$ cat config.mk
export PLATFORM = sky130hd
export DESIGN_NAME = incremental_pid_controller_flat
export DESIGN_NICKNAME = d
export VERILOG_FILES = /design/src/rtl/ipid_pkg.sv /design/src/rtl/ipid_if.sv /design/src/rtl/incremental_pid_controller.sv /design/src/rtl/ipid_front.sv /design/src/rtl/ipid_queue.sv /design/src/rtl/ipid_back.sv /design/src/flat_wrapper.sv
export VERILOG_INCLUDE_DIRS = /design/src /design/src/rtl
export SDC_FILE = /design/constraint.sdc
export NUM_CORES = 2
export LEC_CHECK = 0
export BUFFER_PORTS_ARGS = -buffer_cell sky130_fd_sc_hd__buf_2
export CORE_ASPECT_RATIO = 2
export CORE_MARGIN = 3
export CORE_UTILIZATION = 50
export CTS_CLUSTER_DIAMETER = 60
export CTS_CLUSTER_SIZE = 25
export DETAILED_ROUTE_END_ITERATION = 16
export PLACE_DENSITY = 0.72
export SETUP_SLACK_MARGIN = 0.5
export SLEW_MARGIN = 10
export SYNTH_ARGS = -nofsm -noshare
export SYNTH_HDL_FRONTEND = slang
export SYNTH_HIERARCHICAL = 1
export SYNTH_SLANG_ARGS = --single-unit
$ cat constraint.sdc
create_clock -name clk -period 10.7 [get_ports clk]
set_input_delay 1.605 -clock clk [delete_from_list [all_inputs] [get_ports clk]]
set_output_delay 1.605 -clock clk [all_outputs]
set_load 0.02 [all_outputs]
$ cat src/rtl/incremental_pid_controller_defines.svh
// ----------------------------------------------------------------------------
// Incremental PID controller - assertion macros
// Shared helpers for the concurrent checks of the controller.
// ----------------------------------------------------------------------------
`ifndef INCREMENTAL_PID_CONTROLLER_DEFINES_SVH
`define INCREMENTAL_PID_CONTROLLER_DEFINES_SVH

// same-cycle implication
`define IPID_CHECK_NOW(lbl, ante, cons, msg) \
  lbl: assert property (@(posedge clk) disable iff (rst) (ante) |-> (cons)) \
    else $error(msg);

// next-cycle implication
`define IPID_CHECK_NEXT(lbl, ante, cons, msg) \
  lbl: assert property (@(posedge clk) disable iff (rst) (ante) |=> (cons)) \
    else $error(msg);

`endif

$ cat src/rtl/ipid_pkg.sv
// ----------------------------------------------------------------------------
// Incremental PID controller - package
// Widths, register indexes and shared types.
// ----------------------------------------------------------------------------
`default_nettype none

package ipid_pkg;

  localparam int DATA_W    = 16;
  localparam int ERR_W     = 17;
  localparam int DIFF_W    = 19;
  localparam int PROD_W    = 35;
  localparam int ACC_W     = 37;
  localparam int FRAC_W    = 8;
  localparam int LIM_W     = 15;
  localparam int CFG_IDX_W = 3;
  localparam int QDEPTH    = 2;
  localparam int QPTR_W    = 1;
  localparam int QLVL_W    = 2;

  localparam logic signed [DATA_W-1:0] DRIVE_MAX_RST = 16'sd16384;
  localparam logic signed [DATA_W-1:0] DRIVE_MIN_RST = -16'sd16384;
  localparam logic [LIM_W-1:0]         I_LIMIT_RST   = 15'd200;

  typedef enum logic [CFG_IDX_W-1:0] {
    REG_GAIN_P    = 3'd0,
    REG_GAIN_I    = 3'd1,
    REG_GAIN_D    = 3'd2,
    REG_DRIVE_MAX = 3'd3,
    REG_DRIVE_MIN = 3'd4,
    REG_I_LIMIT   = 3'd5
  } ipid_reg_t;

  typedef struct packed {
    logic                    clr;
    logic signed [ERR_W-1:0] err;
  } ipid_item_t;

  typedef struct packed {
    logic signed [DATA_W-1:0] gain_p;
    logic signed [DATA_W-1:0] gain_i;
    logic signed [DATA_W-1:0] gain_d;
    logic signed [DATA_W-1:0] drive_max;
    logic signed [DATA_W-1:0] drive_min;
    logic [LIM_W-1:0]         i_limit;
  } ipid_cfg_t;

  typedef struct packed {
    logic busy;
    logic fin;
    logic hold;
  } ipid_status_t;

endpackage

`default_nettype wire

$ cat src/rtl/ipid_if.sv
// ----------------------------------------------------------------------------
// Incremental PID controller - channel interfaces
// Sample channel (setpoint, measured, clear) and result channel (drive).
// ----------------------------------------------------------------------------
`default_nettype none

interface ipid_sample_if import ipid_pkg::*; ();
  logic                     valid;
  logic                     ready;
  logic signed [DATA_W-1:0] setpoint;
  logic signed [DATA_W-1:0] measured;
  logic                     clear;

  modport source (output valid, setpoint, measured, clear, input ready);
  modport sink   (input valid, setpoint, measured, clear, output ready);
endinterface

interface ipid_result_if import ipid_pkg::*; ();
  logic                     valid;
  logic                     ready;
  logic signed [DATA_W-1:0] drive;

  modport source (output valid, drive, input ready);
  modport sink   (input valid, drive, output ready);
endinterface

`default_nettype wire

$ cat src/rtl/incremental_pid_controller.sv
// ----------------------------------------------------------------------------
// Incremental PID controller - top level
// Velocity-form PID with Q8.8 gains, clamped I increment and saturated drive.
//
//   channel   dir   payload
//   sample    in    setpoint[16] s, measured[16] s, clear[1]
//   result    out   drive[16] s
//   cfg       in    cfg_write, cfg_index[3], cfg_data[16]
//
// Items pass the shared multiplier in the back end one after another
// (P, I and D products in turn; finishing overlaps the next item's P).
// Synchronous reset, no clearing pass; the front register and a two-entry
// queue keep taking items while a result waits at the output register.
// ----------------------------------------------------------------------------
`default_nettype none

`include "incremental_pid_controller_defines.svh"

module incremental_pid_controller import ipid_pkg::*; (
  input  wire logic                 clk,
  input  wire logic                 rst,
  input  wire logic                 cfg_write,
  input  wire logic [CFG_IDX_W-1:0] cfg_index,
  input  wire logic [DATA_W-1:0]    cfg_data,
  ipid_sample_if.sink               sample,
  ipid_result_if.source             result
);

  ipid_cfg_t         cfg;
  ipid_status_t      st;
  logic              q_push;
  ipid_item_t        q_push_item;
  logic              q_push_ready;
  logic              q_pop;
  logic              q_pop_valid;
  ipid_item_t        q_pop_item;
  logic [QLVL_W-1:0] q_level;

  always_ff @(posedge clk) begin
    if (rst) begin
      cfg.gain_p    <= '0;
      cfg.gain_i    <= '0;
      cfg.gain_d    <= '0;
      cfg.drive_max <= DRIVE_MAX_RST;
      cfg.drive_min <= DRIVE_MIN_RST;
      cfg.i_limit   <= I_LIMIT_RST;
    end else if (cfg_write) begin
      unique case (cfg_index)
        REG_GAIN_P:    cfg.gain_p    <= cfg_data;
        REG_GAIN_I:    cfg.gain_i    <= cfg_data;
        REG_GAIN_D:    cfg.gain_d    <= cfg_data;
        REG_DRIVE_MAX: cfg.drive_max <= cfg_data;
        REG_DRIVE_MIN: cfg.drive_min <= cfg_data;
        REG_I_LIMIT:   cfg.i_limit   <= cfg_data[LIM_W-1:0];
        default: ;
      endcase
    end
  end

  ipid_front u_front (
    .clk        (clk),
    .rst        (rst),
    .sample     (sample),
    .push       (q_push),
    .push_item  (q_push_item),
    .push_ready (q_push_ready)
  );

  ipid_queue u_queue (
    .clk        (clk),
    .rst        (rst),
    .push       (q_push),
    .push_item  (q_push_item),
    .push_ready (q_push_ready),
    .pop        (q_pop),
    .pop_valid  (q_pop_valid),
    .pop_item   (q_pop_item),
    .level      (q_level)
  );

  ipid_back u_back (
    .clk       (clk),
    .rst       (rst),
    .cfg       (cfg),
    .pop_valid (q_pop_valid),
    .pop_item  (q_pop_item),
    .pop       (q_pop),
    .result    (result),
    .st        (st)
  );

  `IPID_CHECK_NOW(a_fin_when_idle, st.fin, !st.busy, "finish overlaps a busy phase")
  `IPID_CHECK_NOW(a_no_overfill, q_push && !q_push_ready, q_level == QLVL_W'(QDEPTH), "queue overfill")
  `IPID_CHECK_NEXT(a_fin_to_result, st.fin && !st.hold, result.valid, "finished item lost")

endmodule

`default_nettype wire

$ cat src/rtl/ipid_front.sv
// ----------------------------------------------------------------------------
// Incremental PID controller - front end
// Takes sample items, forms the error and registers it for the queue.
// ----------------------------------------------------------------------------
`default_nettype none

module ipid_front import ipid_pkg::*; (
  input  wire logic       clk,
  input  wire logic       rst,
  ipid_sample_if.sink     sample,
  output      logic       push,
  output      ipid_item_t push_item,
  input  wire logic       push_ready
);

  logic                    f_valid;
  ipid_item_t              f_item;
  logic signed [ERR_W-1:0] err;

  assign err          = ERR_W'(sample.setpoint) - ERR_W'(sample.measured);
  assign sample.ready = !f_valid || push_ready;
  assign push         = f_valid;
  assign push_item    = f_item;

  always_ff @(posedge clk) begin
    if (rst) begin
      f_valid <= 1'b0;
    end else if (sample.ready) begin
      f_valid <= sample.valid;
    end
  end

  always_ff @(posedge clk) begin
    if (sample.valid && sample.ready) begin
      f_item.clr <= sample.clear;
      f_item.err <= sample.clear ? '0 : err;
    end
  end

endmodule

`default_nettype wire

$ cat src/rtl/ipid_queue.sv
// ----------------------------------------------------------------------------
// Incremental PID controller - item queue
// Two-entry queue between front and back end.
// ----------------------------------------------------------------------------
`default_nettype none

module ipid_queue import ipid_pkg::*; (
  input  wire logic        clk,
  input  wire logic        rst,
  input  wire logic        push,
  input  wire ipid_item_t  push_item,
  output      logic        push_ready,
  input  wire logic        pop,
  output      logic        pop_valid,
  output      ipid_item_t  pop_item,
  output      logic [QLVL_W-1:0] level
);

  ipid_item_t        mem [QDEPTH];
  logic [QPTR_W-1:0] wr_ptr;
  logic [QPTR_W-1:0] rd_ptr;
  logic              do_push;
  logic              do_pop;

  assign push_ready = level != QLVL_W'(QDEPTH);
  assign pop_valid  = level != '0;
  assign do_push    = push && push_ready;
  assign do_pop     = pop && pop_valid;
  assign pop_item   = mem[rd_ptr];

  always_ff @(posedge clk) begin
    if (rst) begin
      wr_ptr <= '0;
      rd_ptr <= '0;
      level  <= '0;
    end else begin
      if (do_push) wr_ptr <= wr_ptr + 1'b1;
      if (do_pop)  rd_ptr <= rd_ptr + 1'b1;
      level <= level + QLVL_W'(do_push) - QLVL_W'(do_pop);
    end
  end

  always_ff @(posedge clk) begin
    if (do_push) begin
      mem[wr_ptr] <= push_item;
    end
  end

endmodule

`default_nettype wire

$ cat src/rtl/ipid_back.sv
// ----------------------------------------------------------------------------
// Incremental PID controller - back end
// One shared multiplier forms the P, I and D increments in turn, then
// truncation, saturation and the result register.
// ----------------------------------------------------------------------------
`default_nettype none

module ipid_back import ipid_pkg::*; (
  input  wire logic         clk,
  input  wire logic         rst,
  input  wire ipid_cfg_t    cfg,
  input  wire logic         pop_valid,
  input  wire ipid_item_t   pop_item,
  output      logic         pop,
  ipid_result_if.source     result,
  output      ipid_status_t st
);

  typedef enum logic [1:0] {PH_IDLE, PH_I, PH_D, PH_SUM} phase_t;

  phase_t                   phase;
  logic                     fin;
  logic                     hold;
  logic                     out_valid;
  logic signed [DATA_W-1:0] drive_out;

  logic signed [ERR_W-1:0]  err_last;
  logic signed [ERR_W-1:0]  err_before;
  logic signed [DATA_W-1:0] held;

  logic signed [ERR_W-1:0]  e_r;
  logic signed [DIFF_W-1:0] dd_r;
  logic                     clr_r;
  logic signed [PROD_W-1:0] prod;
  logic signed [ACC_W-1:0]  acc;

  logic signed [DIFF_W-1:0] dp;
  logic signed [DIFF_W-1:0] dd;
  logic signed [DATA_W-1:0] mul_a;
  logic signed [DIFF_W-1:0] mul_b;
  logic signed [PROD_W-1:0] prod_next;
  logic signed [PROD_W-1:0] lim_pos;
  logic signed [PROD_W-1:0] lim_neg;
  logic signed [PROD_W-1:0] i_cl;
  logic signed [ACC_W-1:0]  acc_base;
  logic signed [ACC_W-1:0]  quot;
  logic signed [ACC_W-1:0]  quot_t;
  logic signed [DATA_W-1:0] drive_sat;

  assign hold = fin && out_valid && !result.ready;
  assign pop  = (phase == PH_IDLE) && pop_valid && !hold;

  assign result.valid = out_valid;
  assign result.drive = drive_out;

  assign st.busy = phase != PH_IDLE;
  assign st.fin  = fin;
  assign st.hold = hold;

  assign dp = DIFF_W'(pop_item.err) - DIFF_W'(err_last);
  assign dd = DIFF_W'(pop_item.err) - (DIFF_W'(err_last) <<< 1) + DIFF_W'(err_before);

  always_comb begin
    unique case (phase)
      PH_IDLE: begin
        mul_a = cfg.gain_p;
        mul_b = dp;
      end
      PH_I: begin
        mul_a = cfg.gain_i;
        mul_b = DIFF_W'(e_r);
      end
      PH_D: begin
        mul_a = cfg.gain_d;
        mul_b = dd_r;
      end
      default: begin
        mul_a = '0;
        mul_b = '0;
      end
    endcase
  end

  assign prod_next = mul_a * mul_b;

  // I increment clamp, limit scaled to 1/256 units
  assign lim_pos = PROD_W'({1'b0, cfg.i_limit, {FRAC_W{1'b0}}});
  assign lim_neg = -lim_pos;

  always_comb begin
    priority if (prod > lim_pos) begin
      i_cl = lim_pos;
    end else if (prod < lim_neg) begin
      i_cl = lim_neg;
    end else begin
      i_cl = prod;
    end
  end

  assign acc_base = {{(ACC_W-DATA_W-FRAC_W){held[DATA_W-1]}}, held, {FRAC_W{1'b0}}};

  // truncate toward zero
  assign quot   = acc >>> FRAC_W;
  assign quot_t = quot + {{(ACC_W-1){1'b0}},
                          acc[ACC_W-1] && (acc[FRAC_W-1:0] != '0)};

  always_comb begin
    priority if (quot_t > ACC_W'(cfg.drive_max)) begin
      drive_sat = cfg.drive_max;
    end else if (quot_t < ACC_W'(cfg.drive_min)) begin
      drive_sat = cfg.drive_min;
    end else begin
      drive_sat = quot_t[DATA_W-1:0];
    end
  end

  always_ff @(posedge clk) begin
    if (rst) begin
      phase      <= PH_IDLE;
      fin        <= 1'b0;
      out_valid  <= 1'b0;
      err_last   <= '0;
      err_before <= '0;
      held       <= '0;
    end else begin
      if (out_valid && result.ready && !fin) out_valid <= 1'b0;
      if (!hold) begin
        fin <= (phase == PH_SUM);
        unique case (phase)
          PH_IDLE: if (pop) phase <= PH_I;
          PH_I:    phase <= PH_D;
          PH_D:    phase <= PH_SUM;
          PH_SUM:  phase <= PH_IDLE;
          default: phase <= PH_IDLE;
        endcase
        if (pop) begin
          err_last   <= pop_item.err;
          err_before <= pop_item.clr ? '0 : err_last;
        end
        if (fin) begin
          out_valid <= 1'b1;
          drive_out <= clr_r ? '0 : drive_sat;
          held      <= clr_r ? '0 : drive_sat;
        end
      end
    end
  end

  always_ff @(posedge clk) begin
    if (!hold) begin
      prod <= prod_next;
      if (pop) begin
        e_r   <= pop_item.err;
        dd_r  <= dd;
        clr_r <= pop_item.clr;
      end
      unique case (phase)
        PH_I:    acc <= acc_base + ACC_W'(prod);
        PH_D:    acc <= acc + ACC_W'(i_cl);
        PH_SUM:  acc <= acc + ACC_W'(prod);
        default: acc <= acc;
      endcase
    end
  end

endmodule

`default_nettype wire
$ cat src/flat_wrapper.sv
// flat-port wrapper written by rule: the top's interface ports become plain ports
module incremental_pid_controller_flat import ipid_pkg::*;
  (clk, rst, cfg_write, cfg_index, cfg_data, sample_valid, sample_setpoint, sample_measured, sample_clear, sample_ready, result_valid, result_drive, result_ready);
  ipid_sample_if sample_i ();
  ipid_result_if result_i ();
  input  wire logic clk;
  input  wire logic rst;
  input  wire logic cfg_write;
  input  wire logic [CFG_IDX_W-1:0] cfg_index;
  input  wire logic [DATA_W-1:0] cfg_data;
  input wire logic [$bits(sample_i.valid)-1:0] sample_valid;
  input wire logic [$bits(sample_i.setpoint)-1:0] sample_setpoint;
  input wire logic [$bits(sample_i.measured)-1:0] sample_measured;
  input wire logic [$bits(sample_i.clear)-1:0] sample_clear;
  output wire logic [$bits(sample_i.ready)-1:0] sample_ready;
  output wire logic [$bits(result_i.valid)-1:0] result_valid;
  output wire logic [$bits(result_i.drive)-1:0] result_drive;
  input wire logic [$bits(result_i.ready)-1:0] result_ready;
  assign sample_i.valid = sample_valid;
  assign sample_i.setpoint = sample_setpoint;
  assign sample_i.measured = sample_measured;
  assign sample_i.clear = sample_clear;
  assign sample_ready = sample_i.ready;
  assign result_valid = result_i.valid;
  assign result_drive = result_i.drive;
  assign result_i.ready = result_ready;
  incremental_pid_controller u_core (.clk(clk), .rst(rst), .cfg_write(cfg_write), .cfg_index(cfg_index), .cfg_data(cfg_data), .sample(sample_i), .result(result_i));
endmodule
==> flow_summary.json <==
{
  "run_status": "completed",
  "wl_per_cell_microns": 20.5,
  "clk_latency_ns": 0.62,
  "cts_buffer_depth": 3,
  "finalSetupViolations": 0,
  "synthesis.nets": 4403,
  "grt_pass1_wl_mm": 148,
  "postSynthAreaPerCell_sq_um": 9.18,
  "ir_worst_vdd_v": 0.000139,
  "critPathSlowestCell": "fa_1",
  "ff2ff_setup_slack_ns": 0.96,
  "antenna_left": 0,
  "die_y_microns": 375,
  "drc": 0,
  "fp.dieW_microns": 191,
  "cts_tree": "built",
  "postLayoutCoreUtil_pct": 53.9,
  "p_per_area_nw_per_um2": 145,
  "tns_ns": 0,
  "max_slew_margin_pct": 25.0,
  "via_count": 26576,
  "fin_crit_sh_pct": 91.0,
  "path_clk_slew_ns": 0.10,
  "nets": 4414,
  "die-area_sq_um": 71600,
  "multi_input_area_sq_um": 23100,
  "place.detailed.hpwl_mm": 77.8,
  "port_buffers": 74,
  "via_per_inst": 5.74,
  "hold_path_class": "register to register",
  "gr-total-overflow": 0,
  "fillers": 6166,
  "period_needed_ns": 9.74,
  "place.gp.congestion": 1.08,
  "worstPathRequired_ns": 11.02,
  "yosysWarnings": 6,
  "cp_max_fo": 17,
  "grt_use_total_pct": 26.7,
  "drive_gt1_share_pct": 6.49,
  "final_hold_viol_count": 0,
  "drt_wl_total_mm": 95.1,
  "area_growth_pct": 6.05,
  "antenna_found_initial": 0,
  "fin_cells": 4627,
  "rows": 134,
  "netlist_instances": 3716,
  "worst_slew_pin_slew_ns": 1.12,
  "power_uw": 5230,
  "rsz0062_at_grt": "false",
  "grt_max_degree": 103,
  "io_pins": 75,
  "cts_made_buffers": 22,
  "grt_pass1_vias": 28217,
  "drt_iter0_markers": 1197,
  "initial_core_util_pct": 50.9,
  "synth_area_sq_um": 34100,
  "crit_family": "adder cells",
  "p_leak_uw": 0.0168,
  "ff_latch_area_sq_um": 8480,
  "drt_first_pass_iters": 5,
  "slew_viol_final": 0,
  "cpMostUsedCell": "fa_1",
  "crit_buf_inv": 6,
  "clock_skew_ns": 0.0661,
  "start_kind": "register",
  "cp-end-kind": "register",
  "h-tree-depth": 1,
  "core_area_sq_um": 67100,
  "n_antenna_cell": 0,
  "fmax_mhz": 103,
  "min_from": "u_core/u_front/push_item[1]",
  "clkSinkCount": 334,
  "critPathKind": "register to register",
  "max_cap_violations": 0,
  "arrival_ns": 10.06,
  "cp_slowest_stage_delay_ns": 0.54,
  "dp.cells": 4583,
  "root_buffer": "clkbuf_16"
}
worst paths after layout:
| path | endpoint | cells past startpoint |
|---|---|---|
| max | u_core/u_back/prod[34] | 36 |
| min | u_core/u_queue/mem[1][1] | 0 |
| max reg2reg | u_core/u_back/prod[34] | 36 |
| min reg2reg | u_core/u_queue/mem[1][1] | 0 |
sequential cells by signal, summed over array words and instances (netlist names), named ones only:
name	cells
u_core/u_back/held	16
u_core/u_back/phase	2
u_core/u_back/result.drive	16
u_core/cfg	95
u_core/u_back/e_r	17
u_core/u_back/clr_r	1
u_core/u_back/dd_r	19
u_core/u_queue/mem	36
u_core/u_front/push_item	18
u_core/u_back/result.valid	1
u_core/u_front/push	1
u_core/u_back/acc	37
u_core/u_back/fin	1
u_core/u_queue/wr_ptr	1
u_core/u_queue/rd_ptr	1
u_core/u_back/prod	35
u_core/u_back/err_last	17
u_core/u_queue/level	2
u_core/u_back/err_before	17
layout by cell type, fill, tap and decap left out, drive strengths merged, types with 121 or more instances in the layout:
cell and n:
edfxtp 179, dfxtp 155, nand2 266, fa 318, a21oi 197, nand2b 169
inv 544, ha 312, buf 121, nor2 346
metrics by stage:
step / instance area, sq um / setup WS, ns / hold slack [ns]
after floorplan: 34100 / 1.81 / 0.421
after global placement: 35400 / 1.04 / 0.423
after detailed placement: 35400 / 0.896 / 0.431
after CTS: 36100 / 0.794 / 0.454
after global routing: 36200 / 0.502 / 0.463
final: 36200 / 0.959 / 0.452
routing by layer:
metal	global-route usage, %	routed length, microns	vias up
li1	-	-	12521
met1	22.4	28600	12876
met2	52.3	52100	745
met3	2.83	3210	434
met4	24.9	11100	0
met5	0	0	-
power breakdown:
part	switching, uW	leakage (uW)	internal [uW]
Sequential	127	0.00302	1510
Clock	513	0.000359	412
Combinational	1620	0.0134	1050
area by class of cell:
cell class              count  area share (%)
multi-input cells        2709            63.8
flip-flops and latches    334            23.4
inverters                 539            5.59
well taps                 884            3.06
repair buffers            121            2.01
clock buffers              28            1.58
clock inverters            12           0.488
repair_timing:
action	in CTS	in global routing
setup endpoints to repair	0	4
hold buffers	0	0
resized for setup	0	5
setup buffers	0	4
worst register-to-register path: cells and delay by family, from the launching register on:
family,cells,cell delay [ns]
adders and majority gates,9,4.01
AOI/OAI and AO/OA,17,4.01
buffers and inverters,6,0.50
DFF,1,0.35
muxes,1,0.24
and+or+nand+nor,2,0.23
xor gates and xnor gates,1,0.10
No activity file was read; power rests on OpenSTA's default activity.
